## config.mk

```make
export PLATFORM = sky130hd
export DESIGN_NAME = dense_matrix_multiply_top
export DESIGN_NICKNAME = d
export VERILOG_FILES = /design/src/hdl/dmm_pkg.sv /design/src/hdl/dmm_store.sv /design/src/hdl/dmm_seq.sv /design/src/hdl/dmm_mac.sv /design/src/hdl/dense_matrix_multiply_top.sv
export VERILOG_INCLUDE_DIRS = /design/src /design/src/hdl
export SDC_FILE = /design/constraint.sdc
export NUM_CORES = 2
export LEC_CHECK = 0
export BUFFER_PORTS_ARGS = -buffer_cell sky130_fd_sc_hd__buf_2
export CORE_MARGIN = 2
export CORE_UTILIZATION = 30
export DETAILED_ROUTE_END_ITERATION = 10
export GPL_ROUTABILITY_DRIVEN = 1
export PLACE_DENSITY = 0.54
export SYNTH_ARGS = -nofsm -noshare
export SYNTH_HDL_FRONTEND = slang
export SYNTH_SLANG_ARGS = --single-unit
```

## constraint.sdc

```tcl
create_clock -name clk_i -period 7.2 [get_ports clk_i]
set_input_delay 0.36 -clock clk_i [delete_from_list [all_inputs] [get_ports clk_i]]
set_output_delay 0.36 -clock clk_i [all_outputs]
set_load 0.02 [all_outputs]
```

## src/hdl/dense_matrix_multiply_top_macros.svh

```systemverilog
// ----------------------------------------------------------------------------
// dense_matrix_multiply_top_macros
// Assertion macros shared by the matrix multiply RTL.
// ----------------------------------------------------------------------------
`ifndef DENSE_MATRIX_MULTIPLY_TOP_MACROS_SVH
`define DENSE_MATRIX_MULTIPLY_TOP_MACROS_SVH

`ifndef SYNTH

// Checked on every rising edge while out of reset.
`define DMM_ASSERT(lbl, clk, rstn, prop, msg) \
  lbl: assert property (@(posedge clk) disable iff (!rstn) (prop)) else $error(msg);

// Checked on every rising edge, reset included.
`define DMM_ASSERT_NORST(lbl, clk, prop, msg) \
  lbl: assert property (@(posedge clk) (prop)) else $error(msg);

`else

`define DMM_ASSERT(lbl, clk, rstn, prop, msg)
`define DMM_ASSERT_NORST(lbl, clk, prop, msg)

`endif

`endif

```

## src/hdl/dmm_pkg.sv

```systemverilog
// ----------------------------------------------------------------------------
// dmm_pkg
// Types and fixed widths of the dense matrix multiply block.
// ----------------------------------------------------------------------------
package dmm_pkg;

  localparam int ELEM_W = 16;  // Q8.8 element
  localparam int PRODW  = 32;  // one Q16.16 partial product
  localparam int PROD_W = 35;  // Q19.16 dot product
  localparam int IDX_W  = 3;   // row / column index on the result
  localparam int CFG_W  = 4;   // matrix_size register

  localparam logic [CFG_W-1:0] RST_MATRIX_SIZE = 4'd8;

  typedef enum logic {
    SEQ_IDLE,
    SEQ_RUN
  } seq_state_e;

  // Tag that travels with each issued multiply through the MAC pipe.
  typedef struct packed {
    logic             first_k;     // first term of a dot product
    logic             last_k;      // last term of a dot product
    logic             final_item;  // last term of the last product element
    logic [IDX_W-1:0] row;
    logic [IDX_W-1:0] col;
  } tag_t;

endpackage

```

## src/hdl/dmm_store.sv

```systemverilog
// ----------------------------------------------------------------------------
// dmm_store
// Operand memories for A and B: one write port, one registered read each.
// ----------------------------------------------------------------------------
module dmm_store #(
  parameter int MAX_DIM = 8
) (
  input  logic                                    clk_i,
  input  logic                                    we_i,
  input  logic                                    wsel_right_i,
  input  logic [$clog2(MAX_DIM*MAX_DIM)-1:0]      waddr_i,
  input  logic signed [dmm_pkg::ELEM_W-1:0]       wdata_i,
  input  logic                                    re_i,
  input  logic [$clog2(MAX_DIM*MAX_DIM)-1:0]      raddr_a_i,
  input  logic [$clog2(MAX_DIM*MAX_DIM)-1:0]      raddr_b_i,
  output logic signed [dmm_pkg::ELEM_W-1:0]       rdata_a_o,
  output logic signed [dmm_pkg::ELEM_W-1:0]       rdata_b_o
);

  localparam int DEPTH = MAX_DIM * MAX_DIM;

  logic signed [dmm_pkg::ELEM_W-1:0] left_mem  [DEPTH];
  logic signed [dmm_pkg::ELEM_W-1:0] right_mem [DEPTH];

  always_ff @(posedge clk_i) begin
    if (we_i && !wsel_right_i) begin
      left_mem[waddr_i] <= wdata_i;
    end
    if (re_i) begin
      rdata_a_o <= left_mem[raddr_a_i];
    end
  end

  always_ff @(posedge clk_i) begin
    if (we_i && wsel_right_i) begin
      right_mem[waddr_i] <= wdata_i;
    end
    if (re_i) begin
      rdata_b_o <= right_mem[raddr_b_i];
    end
  end

endmodule

```

## src/hdl/dmm_seq.sv

```systemverilog
// ----------------------------------------------------------------------------
// dmm_seq
// Walks row, column and inner index; issues one pair of operand reads
// per cycle with the tag that the MAC pipe needs.
// ----------------------------------------------------------------------------
`include "dense_matrix_multiply_top_macros.svh"

module dmm_seq #(
  parameter int MAX_DIM = 8
) (
  input  logic                                    clk_i,
  input  logic                                    rst_ni,
  input  logic                                    go_i,
  input  logic [$clog2(MAX_DIM+1)-1:0]            dim_i,
  input  logic [$clog2(MAX_DIM*MAX_DIM+1)-1:0]    nn_i,
  output logic                                    issue_valid_o,
  output dmm_pkg::tag_t                           issue_tag_o,
  output logic [$clog2(MAX_DIM*MAX_DIM)-1:0]      addr_a_o,
  output logic [$clog2(MAX_DIM*MAX_DIM)-1:0]      addr_b_o,
  output logic                                    busy_o
);

  localparam int AW = $clog2(MAX_DIM * MAX_DIM);
  localparam int IW = $clog2(MAX_DIM);
  localparam int TW = dmm_pkg::IDX_W;

  dmm_pkg::seq_state_e state_q, state_d;

  logic [IW-1:0] r_q, r_d, c_q, c_d, k_q, k_d;
  logic [AW-1:0] row_base_q, row_base_d, a_q, a_d, b_q, b_d;
  logic [IW-1:0] dim_m1;
  logic [AW-1:0] dim_ext;
  logic          last_k, last_c, last_r;

  assign dim_m1  = IW'(dim_i - 1'b1);
  assign dim_ext = AW'(dim_i);
  assign last_k  = (k_q == dim_m1);
  assign last_c  = (c_q == dim_m1);
  assign last_r  = (r_q == dim_m1);

  // next state
  always_comb begin
    state_d = state_q;
    case (state_q)
      dmm_pkg::SEQ_IDLE: begin
        if (go_i) begin
          state_d = dmm_pkg::SEQ_RUN;
        end
      end
      dmm_pkg::SEQ_RUN: begin
        if (last_k && last_c && last_r) begin
          state_d = dmm_pkg::SEQ_IDLE;
        end
      end
      default: state_d = dmm_pkg::SEQ_IDLE;
    endcase
  end

  // outputs
  always_comb begin
    issue_valid_o          = (state_q == dmm_pkg::SEQ_RUN);
    busy_o                 = (state_q == dmm_pkg::SEQ_RUN);
    addr_a_o               = a_q;
    addr_b_o               = b_q;
    issue_tag_o.first_k    = (k_q == '0);
    issue_tag_o.last_k     = last_k;
    issue_tag_o.final_item = last_k && last_c && last_r;
    issue_tag_o.row        = TW'(r_q);
    issue_tag_o.col        = TW'(c_q);
  end

  // index walk: A address steps by one, B address by one row
  always_comb begin
    r_d        = r_q;
    c_d        = c_q;
    k_d        = k_q;
    row_base_d = row_base_q;
    a_d        = a_q;
    b_d        = b_q;
    if (state_q == dmm_pkg::SEQ_IDLE) begin
      if (go_i) begin
        r_d        = '0;
        c_d        = '0;
        k_d        = '0;
        row_base_d = '0;
        a_d        = '0;
        b_d        = '0;
      end
    end else if (last_k) begin
      k_d = '0;
      if (last_c) begin
        c_d        = '0;
        r_d        = r_q + 1'b1;
        row_base_d = row_base_q + dim_ext;
        a_d        = row_base_q + dim_ext;
        b_d        = '0;
      end else begin
        c_d = c_q + 1'b1;
        a_d = row_base_q;
        b_d = AW'(c_q) + AW'(1);
      end
    end else begin
      k_d = k_q + 1'b1;
      a_d = a_q + AW'(1);
      b_d = b_q + dim_ext;
    end
  end

  always_ff @(posedge clk_i or negedge rst_ni) begin
    if (!rst_ni) begin
      state_q <= dmm_pkg::SEQ_IDLE;
    end else begin
      state_q <= state_d;
    end
  end

  always_ff @(posedge clk_i) begin
    r_q        <= r_d;
    c_q        <= c_d;
    k_q        <= k_d;
    row_base_q <= row_base_d;
    a_q        <= a_d;
    b_q        <= b_d;
  end

  `DMM_ASSERT(seq_a_in_range, clk_i, rst_ni, issue_valid_o |-> (a_q < nn_i), "A read address beyond matrix")
  `DMM_ASSERT(seq_b_in_range, clk_i, rst_ni, issue_valid_o |-> (b_q < nn_i), "B read address beyond matrix")
  `DMM_ASSERT(seq_stops_after_final, clk_i, rst_ni, issue_valid_o && issue_tag_o.final_item |=> !issue_valid_o, "issue after final term")
  `DMM_ASSERT_NORST(seq_idle_in_reset, clk_i, !rst_ni |=> !busy_o, "sequencer busy after reset edge")

endmodule

```

## src/hdl/dmm_mac.sv

```systemverilog
// ----------------------------------------------------------------------------
// dmm_mac
// Multiply, accumulate over the inner index, register each finished
// product element onto the result ports.
// ----------------------------------------------------------------------------
module dmm_mac (
  input  logic                                clk_i,
  input  logic                                rst_ni,
  input  logic                                issue_valid_i,
  input  dmm_pkg::tag_t                       issue_tag_i,
  input  logic signed [dmm_pkg::ELEM_W-1:0]   rdata_a_i,
  input  logic signed [dmm_pkg::ELEM_W-1:0]   rdata_b_i,
  output logic                                busy_o,
  output logic                                result_strobe_o,
  output logic signed [dmm_pkg::PROD_W-1:0]   product_value_o,
  output logic [dmm_pkg::IDX_W-1:0]           row_index_o,
  output logic [dmm_pkg::IDX_W-1:0]           column_index_o,
  output logic                                last_of_run_o
);

  localparam int PW = dmm_pkg::PROD_W;

  // s1: memory read data present, s2: product registered
  logic                               s1_valid_q, s2_valid_q, strobe_q;
  dmm_pkg::tag_t                      s1_tag_q, s2_tag_q;
  logic signed [dmm_pkg::PRODW-1:0]   prod_q;
  logic signed [PW-1:0]               acc_q, acc_d, out_q;
  logic [dmm_pkg::IDX_W-1:0]          row_q, col_q;
  logic                               last_q;

  assign acc_d = (s2_tag_q.first_k ? PW'(0) : acc_q) + PW'(prod_q);

  always_ff @(posedge clk_i or negedge rst_ni) begin
    if (!rst_ni) begin
      s1_valid_q <= 1'b0;
      s2_valid_q <= 1'b0;
      strobe_q   <= 1'b0;
    end else begin
      s1_valid_q <= issue_valid_i;
      s2_valid_q <= s1_valid_q;
      strobe_q   <= s2_valid_q && s2_tag_q.last_k;
    end
  end

  always_ff @(posedge clk_i) begin
    s1_tag_q <= issue_tag_i;
    s2_tag_q <= s1_tag_q;
    prod_q   <= rdata_a_i * rdata_b_i;
    if (s2_valid_q) begin
      acc_q <= acc_d;
    end
    if (s2_valid_q && s2_tag_q.last_k) begin
      out_q  <= acc_d;
      row_q  <= s2_tag_q.row;
      col_q  <= s2_tag_q.col;
      last_q <= s2_tag_q.final_item;
    end
  end

  assign busy_o          = s1_valid_q || s2_valid_q;
  assign result_strobe_o = strobe_q;
  assign product_value_o = out_q;
  assign row_index_o     = row_q;
  assign column_index_o  = col_q;
  assign last_of_run_o   = last_q;

endmodule

```

## src/hdl/dense_matrix_multiply_top.sv

```systemverilog
// ----------------------------------------------------------------------------
// dense_matrix_multiply_top
// Square matrix multiply C = A * B on signed Q8.8 elements, exact Q19.16 out.
// ----------------------------------------------------------------------------
// Load the n*n elements of A and then the n*n elements of B, row-major, one
// item per start pulse while busy is low. The item that carries the last
// element of B launches the product: busy rises on the next cycle. One
// shared 16x16 multiplier fed by one read per cycle from each operand
// memory does one term per cycle. Results come in row-major order, each
// shown for exactly one cycle under result_strobe_o; the receiver cannot
// hold them off, so it must take every strobe. The last element carries
// last_of_run_o and its strobe falls in the first cycle with busy low again.
// matrix_size (0 reads as 1, above MAX_DIM as MAX_DIM) is written through the
// cfg channel, accepted while busy and start are both low; a write drops any
// partial load.
// ----------------------------------------------------------------------------
`include "dense_matrix_multiply_top_macros.svh"

module dense_matrix_multiply_top #(
  parameter int MAX_DIM = 8
) (
  input  logic                                clk_i,
  input  logic                                rst_ni,
  // item channel
  input  logic                                start,
  output logic                                busy,
  input  logic signed [dmm_pkg::ELEM_W-1:0]   element_i,
  // configuration channel: matrix_size
  input  logic                                cfg_valid_i,
  output logic                                cfg_ready_o,
  input  logic [dmm_pkg::CFG_W-1:0]           cfg_data_i,
  // results
  output logic                                result_strobe_o,
  output logic signed [dmm_pkg::PROD_W-1:0]   product_value_o,
  output logic [dmm_pkg::IDX_W-1:0]           row_index_o,
  output logic [dmm_pkg::IDX_W-1:0]           column_index_o,
  output logic                                last_of_run_o
);

  localparam int DEPTH   = MAX_DIM * MAX_DIM;
  localparam int AW      = $clog2(DEPTH);
  localparam int CW      = $clog2(MAX_DIM + 1);
  localparam int NW      = $clog2(DEPTH + 1);
  localparam int LW      = $clog2(2 * DEPTH);
  localparam int RST_SZ  = int'(dmm_pkg::RST_MATRIX_SIZE);
  localparam int RST_DIM = (RST_SZ > MAX_DIM) ? MAX_DIM : RST_SZ;

  // size in use, n*n and the index of the last element of B
  logic [CW-1:0] dim_q, dim_d;
  logic [NW-1:0] nn_q, nn_d;
  logic [LW-1:0] last_q, last_d;
  logic [LW-1:0] load_q, load_d;

  logic          cfg_we, in_accept, go;
  logic          wsel_right;
  logic [AW-1:0] waddr;

  logic          seq_valid, seq_busy, mac_busy;
  dmm_pkg::tag_t seq_tag;
  logic [AW-1:0] addr_a, addr_b;
  logic signed [dmm_pkg::ELEM_W-1:0] rdata_a, rdata_b;

  assign busy        = seq_busy || mac_busy;
  // a size write never shares an edge with an element load
  assign cfg_ready_o = !busy && !start;
  assign cfg_we      = cfg_valid_i && cfg_ready_o;
  assign in_accept   = start && !busy;
  assign go          = in_accept && (load_q == last_q);

  // clamp the written size into 1..MAX_DIM
  always_comb begin
    if (cfg_data_i == '0) begin
      dim_d = CW'(1);
    end else if (int'(cfg_data_i) > MAX_DIM) begin
      dim_d = CW'(MAX_DIM);
    end else begin
      dim_d = CW'(cfg_data_i);
    end
    nn_d   = NW'(int'(dim_d) * int'(dim_d));
    last_d = LW'(2 * int'(nn_d) - 1);
  end

  // load counter: A elements first, then B
  always_comb begin
    load_d = load_q;
    if (cfg_we) begin
      load_d = '0;
    end else if (in_accept) begin
      load_d = (load_q == last_q) ? '0 : load_q + 1'b1;
    end
  end

  assign wsel_right = (load_q >= LW'(nn_q));
  assign waddr      = wsel_right ? AW'(load_q - LW'(nn_q)) : AW'(load_q);

  always_ff @(posedge clk_i or negedge rst_ni) begin
    if (!rst_ni) begin
      dim_q  <= CW'(RST_DIM);
      nn_q   <= NW'(RST_DIM * RST_DIM);
      last_q <= LW'(2 * RST_DIM * RST_DIM - 1);
      load_q <= '0;
    end else begin
      if (cfg_we) begin
        dim_q  <= dim_d;
        nn_q   <= nn_d;
        last_q <= last_d;
      end
      load_q <= load_d;
    end
  end

  dmm_store #(
    .MAX_DIM(MAX_DIM)
  ) u_store (
    .clk_i       (clk_i),
    .we_i        (in_accept),
    .wsel_right_i(wsel_right),
    .waddr_i     (waddr),
    .wdata_i     (element_i),
    .re_i        (seq_valid),
    .raddr_a_i   (addr_a),
    .raddr_b_i   (addr_b),
    .rdata_a_o   (rdata_a),
    .rdata_b_o   (rdata_b)
  );

  dmm_seq #(
    .MAX_DIM(MAX_DIM)
  ) u_seq (
    .clk_i        (clk_i),
    .rst_ni       (rst_ni),
    .go_i         (go),
    .dim_i        (dim_q),
    .nn_i         (nn_q),
    .issue_valid_o(seq_valid),
    .issue_tag_o  (seq_tag),
    .addr_a_o     (addr_a),
    .addr_b_o     (addr_b),
    .busy_o       (seq_busy)
  );

  dmm_mac u_mac (
    .clk_i          (clk_i),
    .rst_ni         (rst_ni),
    .issue_valid_i  (seq_valid),
    .issue_tag_i    (seq_tag),
    .rdata_a_i      (rdata_a),
    .rdata_b_i      (rdata_b),
    .busy_o         (mac_busy),
    .result_strobe_o(result_strobe_o),
    .product_value_o(product_value_o),
    .row_index_o    (row_index_o),
    .column_index_o (column_index_o),
    .last_of_run_o  (last_of_run_o)
  );

  `DMM_ASSERT(top_last_load_runs, clk_i, rst_ni, go |=> busy, "last element of B did not start the product")
  `DMM_ASSERT(top_mid_strobe_busy, clk_i, rst_ni, result_strobe_o && !last_of_run_o |-> busy, "block idle before final result")
  `DMM_ASSERT(top_final_strobe_idle, clk_i, rst_ni, result_strobe_o && last_of_run_o |-> !busy, "block busy on final result")

endmodule
```

Yosys cells after proc, flatten, opt, wreduce, memory -nomap -nowiden. Memories as Yosys holds them, arrays and structs flattened. A register that Yosys moved wholly into a read port is not among the register bits. Cells that the tools add are included.

Add/sub/neg operators: 12. $mul: 2. Order comparisons: 2. Eq/ne operators: 6. Mux-type cells: 32. Bitwise gates (word level): 1. Reductions and logical operators: 20.

Operators by type and width (count): 2-to-1 mux 6 bit (10); adder 35 x 32 -> 35 bit (1); 2-to-1 mux 35 bit (1); multiplier 16 x 16 -> 32 bit (1); 2-to-1 mux 3 bit (9); 2-to-1 mux 7 bit (3); adder 6 x 4 -> 6 bit (2); adder 3 x 1 -> 3 bit (second input constant) (3); equality test 3 bit (3); logical AND 1 bit (9); 2-to-1 mux 4 bit (2); adder 7 x 1 -> 7 bit (second input constant) (1); equality test 7 bit (1); greater-or-equal comparator 7 bit (1); multiplier 4 x 4 -> 7 bit (1); subtractor 7 x 1 -> 7 bit (second input constant) (1); adder 6 x 1 -> 6 bit (second input constant) (1); 2-to-1 mux 1 bit (6); subtractor 6 bit (1); adder 3 x 1 -> 4 bit (second input constant) (1); > comparator 4 bit (second input constant) (1); logical NOT 4 bit (1); inequality test 2 bit (second input constant) (2); nonzero test 2 bit (2); other kinds (8) (11).

Register bits after elaboration: 183. Memory bits (writable): 2048. Bits of input ports: 24. Output and inout bits: 45. Memories: 2.

Memory list: u_store.left_mem (words 64, width 16, rd ports 1, clocked after Yosys merged registers in 1, write ports 1, RTL line dmm_store.sv:22) `logic signed [dmm_pkg::ELEM_W-1:0] left_mem [DEPTH];`; u_store.right_mem (words 64, width 16, rd ports 1, clocked after Yosys merged registers in 1, write ports 1, RTL line dmm_store.sv:23) `logic signed [dmm_pkg::ELEM_W-1:0] right_mem [DEPTH];`.

Logic depth before layout (Yosys ltp).
Depth in word-level cells: 7. Depth in mapped cells: 22. Mapped depth without buffers: 21.

Hierarchy. A second synthesis with hierarchy kept.

Cells, all modules: 5303. Area total of the unflattened synthesis: 98025.3 um^2.

By module, submodules not included: dmm_store (times used 1, cells each 3445, area an instance 79467.5 um^2, sequential area each 62459.9 um^2); dmm_mac (times used 1, cells each 1515, area an instance 15199.6 um^2, sequential area each 3388.2 um^2); dmm_seq (times used 1, cells each 172, area an instance 1820.5 um^2, sequential area each 835.8 um^2); dense_matrix_multiply_top (times used 1, cells each 171, area an instance 1537.7 um^2, sequential area each 534.3 um^2).

Worst setup path after synthesis. Ideal clock, no wire load.

Path kind: register to register. From: reg u_store.rdata_a_o[15] in the netlist's numbering (read register of u_store.left_mem). To: reg u_mac.prod_q[31] in the netlist's numbering. Setup time: 131 ps. Arrival: 5943 ps. Slack: 1126 ps. Stages on the path, launching flop included: 20. Path buffers: 1. Cell sequence: edfxtp_1 clkbuf_1 nand2_1 inv_1 fa_1 fa_1 fa_1 fa_1 fa_1 inv_1 fa_1 inv_1 ha_1 and3_1 a221o_1 a21oi_1 nor3b_1 a211o_1 a21o_1 o211ai_1.

Word-level cells in the longest chain between the ends: 1.

Ends and longest elaborated chain: start: declaration (RTL line dmm_store.sv:16) `output logic signed [dmm_pkg::ELEM_W-1:0] rdata_a_o,`; multiplier 16 x 16 -> 32 bit (RTL line dmm_mac.sv:48) `prod_q <= rdata_a_i * rdata_b_i;`; end signal: assignment (RTL line dmm_mac.sv:48); end: declaration (RTL line dmm_mac.sv:26) `logic signed [dmm_pkg::PRODW-1:0] prod_q;`.

No other way between the ends. A chain may end at the register's enable or synchronous reset.

Worst setup path in the final report. Same ends and word-level chain as after synthesis.

==> impl_metrics.py <==
metrics = {
    "worst_setup_path": {
        "crit_start": "u_store.rdata_a_o[15]$_DFFE_PP_",
        "r2r-start": "u_store.rdata_a_o[15]$_DFFE_PP_",
        "arrival_ns": 7.42,
        "crit_slowest_cell": "fa_1",
        "ff2ff_path_depth": 18,
        "cp-end-kind": "register",
        "critical_path.cell_chain": "nand2_1 > inv_1 > fa_1 > fa_1 > fa_1 > fa_1 > fa_1 > inv_1 > fa_1 > inv_1 > ha_1 > and3_1 > a221o_1 > a21oi_1 > nor3b_1 > a211o_1 > nand2_1 > o211ai_1",
        "critPathMaxStageDelay_ns": 0.89,
        "worstPathRequired_ns": 7.99,
        "cp_common_cell": "fa_1",
        "path_class": "reg -> reg",
        "r2r_end": "u_mac.prod_q[31]$_DFF_P_",
        "crit_fanout": 16,
        "ff2ff_setup_slack_ns": 0.57,
        "worstSetupEndpoint": "u_mac.prod_q[31]$_DFF_P_",
        "cp-start-kind": "register",
    },
    "final_layout": {
        "final_nets": 5650,
        "design_area_sq_mm": 0.1130,
        "final_layout_size_suffix_gt1_share_pct": 26.38,
        "instances_no_fill": 9757,
        "final_common_cell": "edfxtp_1",
        "final_cell_mix": "2184 x edfxtp_1, 672 x mux4_2, 327 x inv_1",
        "seq_area_sq_mm": 0.06722,
        "multi_input_area_sq_mm": 0.02961,
        "area_delta_synth_final_pct": 14.92,
        "fillCellCount": 30393,
    },
    "sta": {
        "finClkSkew_ns": 0.09125,
        "tightest_slew_ns": 1.170,
        "fin_crit_ns": 6.631,
        "relSlewSlack_pct": 21.38,
        "maxSlewViolCount": 0,
        "tns_ns": 0,
        "rsz0062_at_grt": "no",
        "min_period_over_period_pct": 92.10,
        "clock.fmax_mhz": 150.8,
        "finalHoldViolCount": 0,
        "setup_viol_count_final": 0,
    },
    "global_routing": {
        "antenna_found_initial": 26,
        "grtUsageTotal_pct": 14.69,
        "grt_pass1_vias": 50005,
        "grt_overflow": 0,
        "grt_pass1_wl_mm": 358.1,
        "grt_max_degree": 131,
    },
    "yosys": {
        "yosysWarnings": 0,
        "seq_area_frac_synth_pct": 68.38,
        "ys_seq_elements": 2259,
        "syn-mean-instance-area_sq_um": 19.89,
        "synth_cells": 4942,
        "synth-edff-count": 2184,
        "ys_types": 86,
        "netlist_area_sq_mm": 0.09829,
        "synthArstFlopShare_pct": 1.107,
        "synthFlopType": "edfxtp_1",
    },
    "placed_design": {
        "gp_congestion": 0.8168,
        "place_area_sq_mm": 0.1054,
        "dpl.hpwl_mm": 148.8,
        "port_buffers": 68,
        "dp.cells": 9315,
    },
    "drt": {
        "routed_wl_mm": 245.5,
        "avgViaCountPerCell": 4.907,
        "drcViolationCount": 0,
        "vias": 47873,
        "drt.antenna.violating_nets": 0,
        "drt_pre_antenna_iters": 6,
        "wl_per_cell_um": 25.16,
        "drt_iter0_markers": 4342,
    },
    "job": {
        "drv_cap": 0,
    },
    "clock_network": {
        "clockBufferDepth": 4,
        "cts_tree": "done",
        "cts_buffers": 232,
        "clkSlewWorstSetupHoldPaths_ns": 0.06,
        "clk_latency_ns": 0.91,
        "cts.sinks": 2259,
        "cts_root_buffer": "clkbuf_16",
        "htreeDepth": 4,
    },
    "floorplan": {
        "coreArea_sq_mm": 0.3266,
        "die_area_sq_mm": 0.3322,
        "ioPinCount": 69,
        "die_x_um": 576.4,
        "die_h_um": 576.4,
        "initial_utilization_pct": 30.10,
        "num_rows": 210,
    },
    "outcome": {
        "status": "complete, no violations",
    },
    "hold_path": {
        "min_path_type": "in -> reg",
    },
}
-- kinds of logic (layout without fill, tap and decap cells) --
family	count (synthesis)	count (layout)	share of synthesized area, %
DFF	2259	2259	68.38
and+or+nand+nor	683	683	3.801
muxes	680	680	15.48
buffers and inverters	560	1022	2.332
adders and majority gates	407	407	7.212
AOI/OAI and AO/OA	256	256	1.926
xor gates and xnor gates	96	96	0.8554
other	1	8	0.003815
-- repair_timing --
action / 4_1_cts / 5_1_grt
hold buffers: 16 / 0
buffers inserted: 0 / 0
gates resized for setup: 0 / 0
endpoints found under the setup margin: 0 / 0
hold endpoints to repair: 380 / 0
-- worst min path at each step --
stage	start	end	cells after the start
5_1_grt	element_i[14]	u_store.right_mem[52][14]$_DFFE_PP_	1
4_1_cts	element_i[14]	u_store.right_mem[54][14]$_DFFE_PP_	1
2_1_floorplan	rst_ni	dim_q[0]$_DFFE_PN0P_	0
3_5_place_dp	u_mac.s1_tag_q[7]$_DFF_P_	u_mac.s2_tag_q[7]$_DFF_P_	0
6_report	element_i[14]	u_store.right_mem[24][14]$_DFFE_PP_	1
3_3_place_gp	u_mac.s1_tag_q[8]$_DFF_P_	u_mac.s2_tag_q[8]$_DFF_P_	0
-- worst max-delay path, delay by kind of cell (launching register included) --
kind,cells,cell delay [ns]
adders and majority gates,7,3.91
and+or+nand+nor,4,0.90
AOI/OAI and AO/OA,4,0.90
DFF,1,0.62
buffers and inverters,3,0.21
-- synthesized netlist by cell type (all sizes together) (7+ instances only) --
library cell / instances / area (sq um)
o211ai: 9 / 123.9
dfrtp: 18 / 450.4
or3: 9 / 56.30
clkbuf: 128 / 480.5
nor2b: 49 / 306.5
nand4: 8 / 95.09
and3: 14 / 87.58
nand2: 167 / 626.9
o21ai: 56 / 280.3
a21o: 31 / 247.7
a211oi: 19 / 152.6
inv: 328 / 1231
nand3: 29 / 150.1
nor3: 117 / 640.6
mux4: 672 / 15130
edfxtp: 2184 / 65580
nor4: 35 / 365.3
fa: 266 / 5325
nor2: 86 / 322.8
o21a: 7 / 52.55
o21bai: 11 / 86.33
dfstp: 7 / 183.9
a21oi: 70 / 387.9
xor2: 35 / 306.5
buf: 103 / 576.8
dfxtp: 50 / 1001
and2: 134 / 838.3
nand2b: 22 / 145.1
xnor2: 61 / 534.3
ha: 141 / 1764
-- through the flow --
stage                     setup slack [ns]  hold slack, ns  util, %
final                               0.5686         0.05339    34.59
after global routing                0.1533         0.04818    34.58
after CTS                           0.5433        0.003068    34.58
after detailed placement            0.5510          0.3153    32.28
after global placement              0.5653          0.3129    32.28
after floorplan                      1.126         0.06441        -
-- per-layer routing --
metal  routed length (um)  vias to the layer above  track usage (%)
li1                     -                    20156                -
met2               119600                     1345            24.28
met5                    0                        -                0
met1               107300                    26038            20.52
met3                12860                      334            1.890
met4                 5691                        0            3.646
-- flip-flops by register name, summed over array words and instances (netlist names), 4 cells and up --
register	cells
u_store.left_mem	1024
u_mac.s2_tag_q	9
u_seq.addr_b_o	6
u_store.right_mem	1024
u_mac.acc_q	35
u_mac.prod_q	32
u_seq.addr_a_o	6
u_mac.s1_tag_q	9
last_q	5
dim_q	4
u_seq.row_base_q	6
nn_q	5
load_q	7
u_mac.product_value_o	35
u_store.rdata_a_o	16
u_store.rdata_b_o	16
-- final cells by class --
| class | instances | share of cell area, % |
|---|---|---|
| inverter | 329 | 1.093 |
| tap | 4346 | 4.814 |
| timing repair buffer | 273 | 1.834 |
| clock inverter | 143 | 1.200 |
| sequential | 2259 | 59.51 |
| antenna | 6 | 0.01329 |
| clock buffer | 277 | 5.325 |
| multi-input combinational | 2124 | 26.21 |
Power is left out: the tool's default activity adds up to more than one toggle a clock period on the data nets, which glitch-free logic cannot reach.
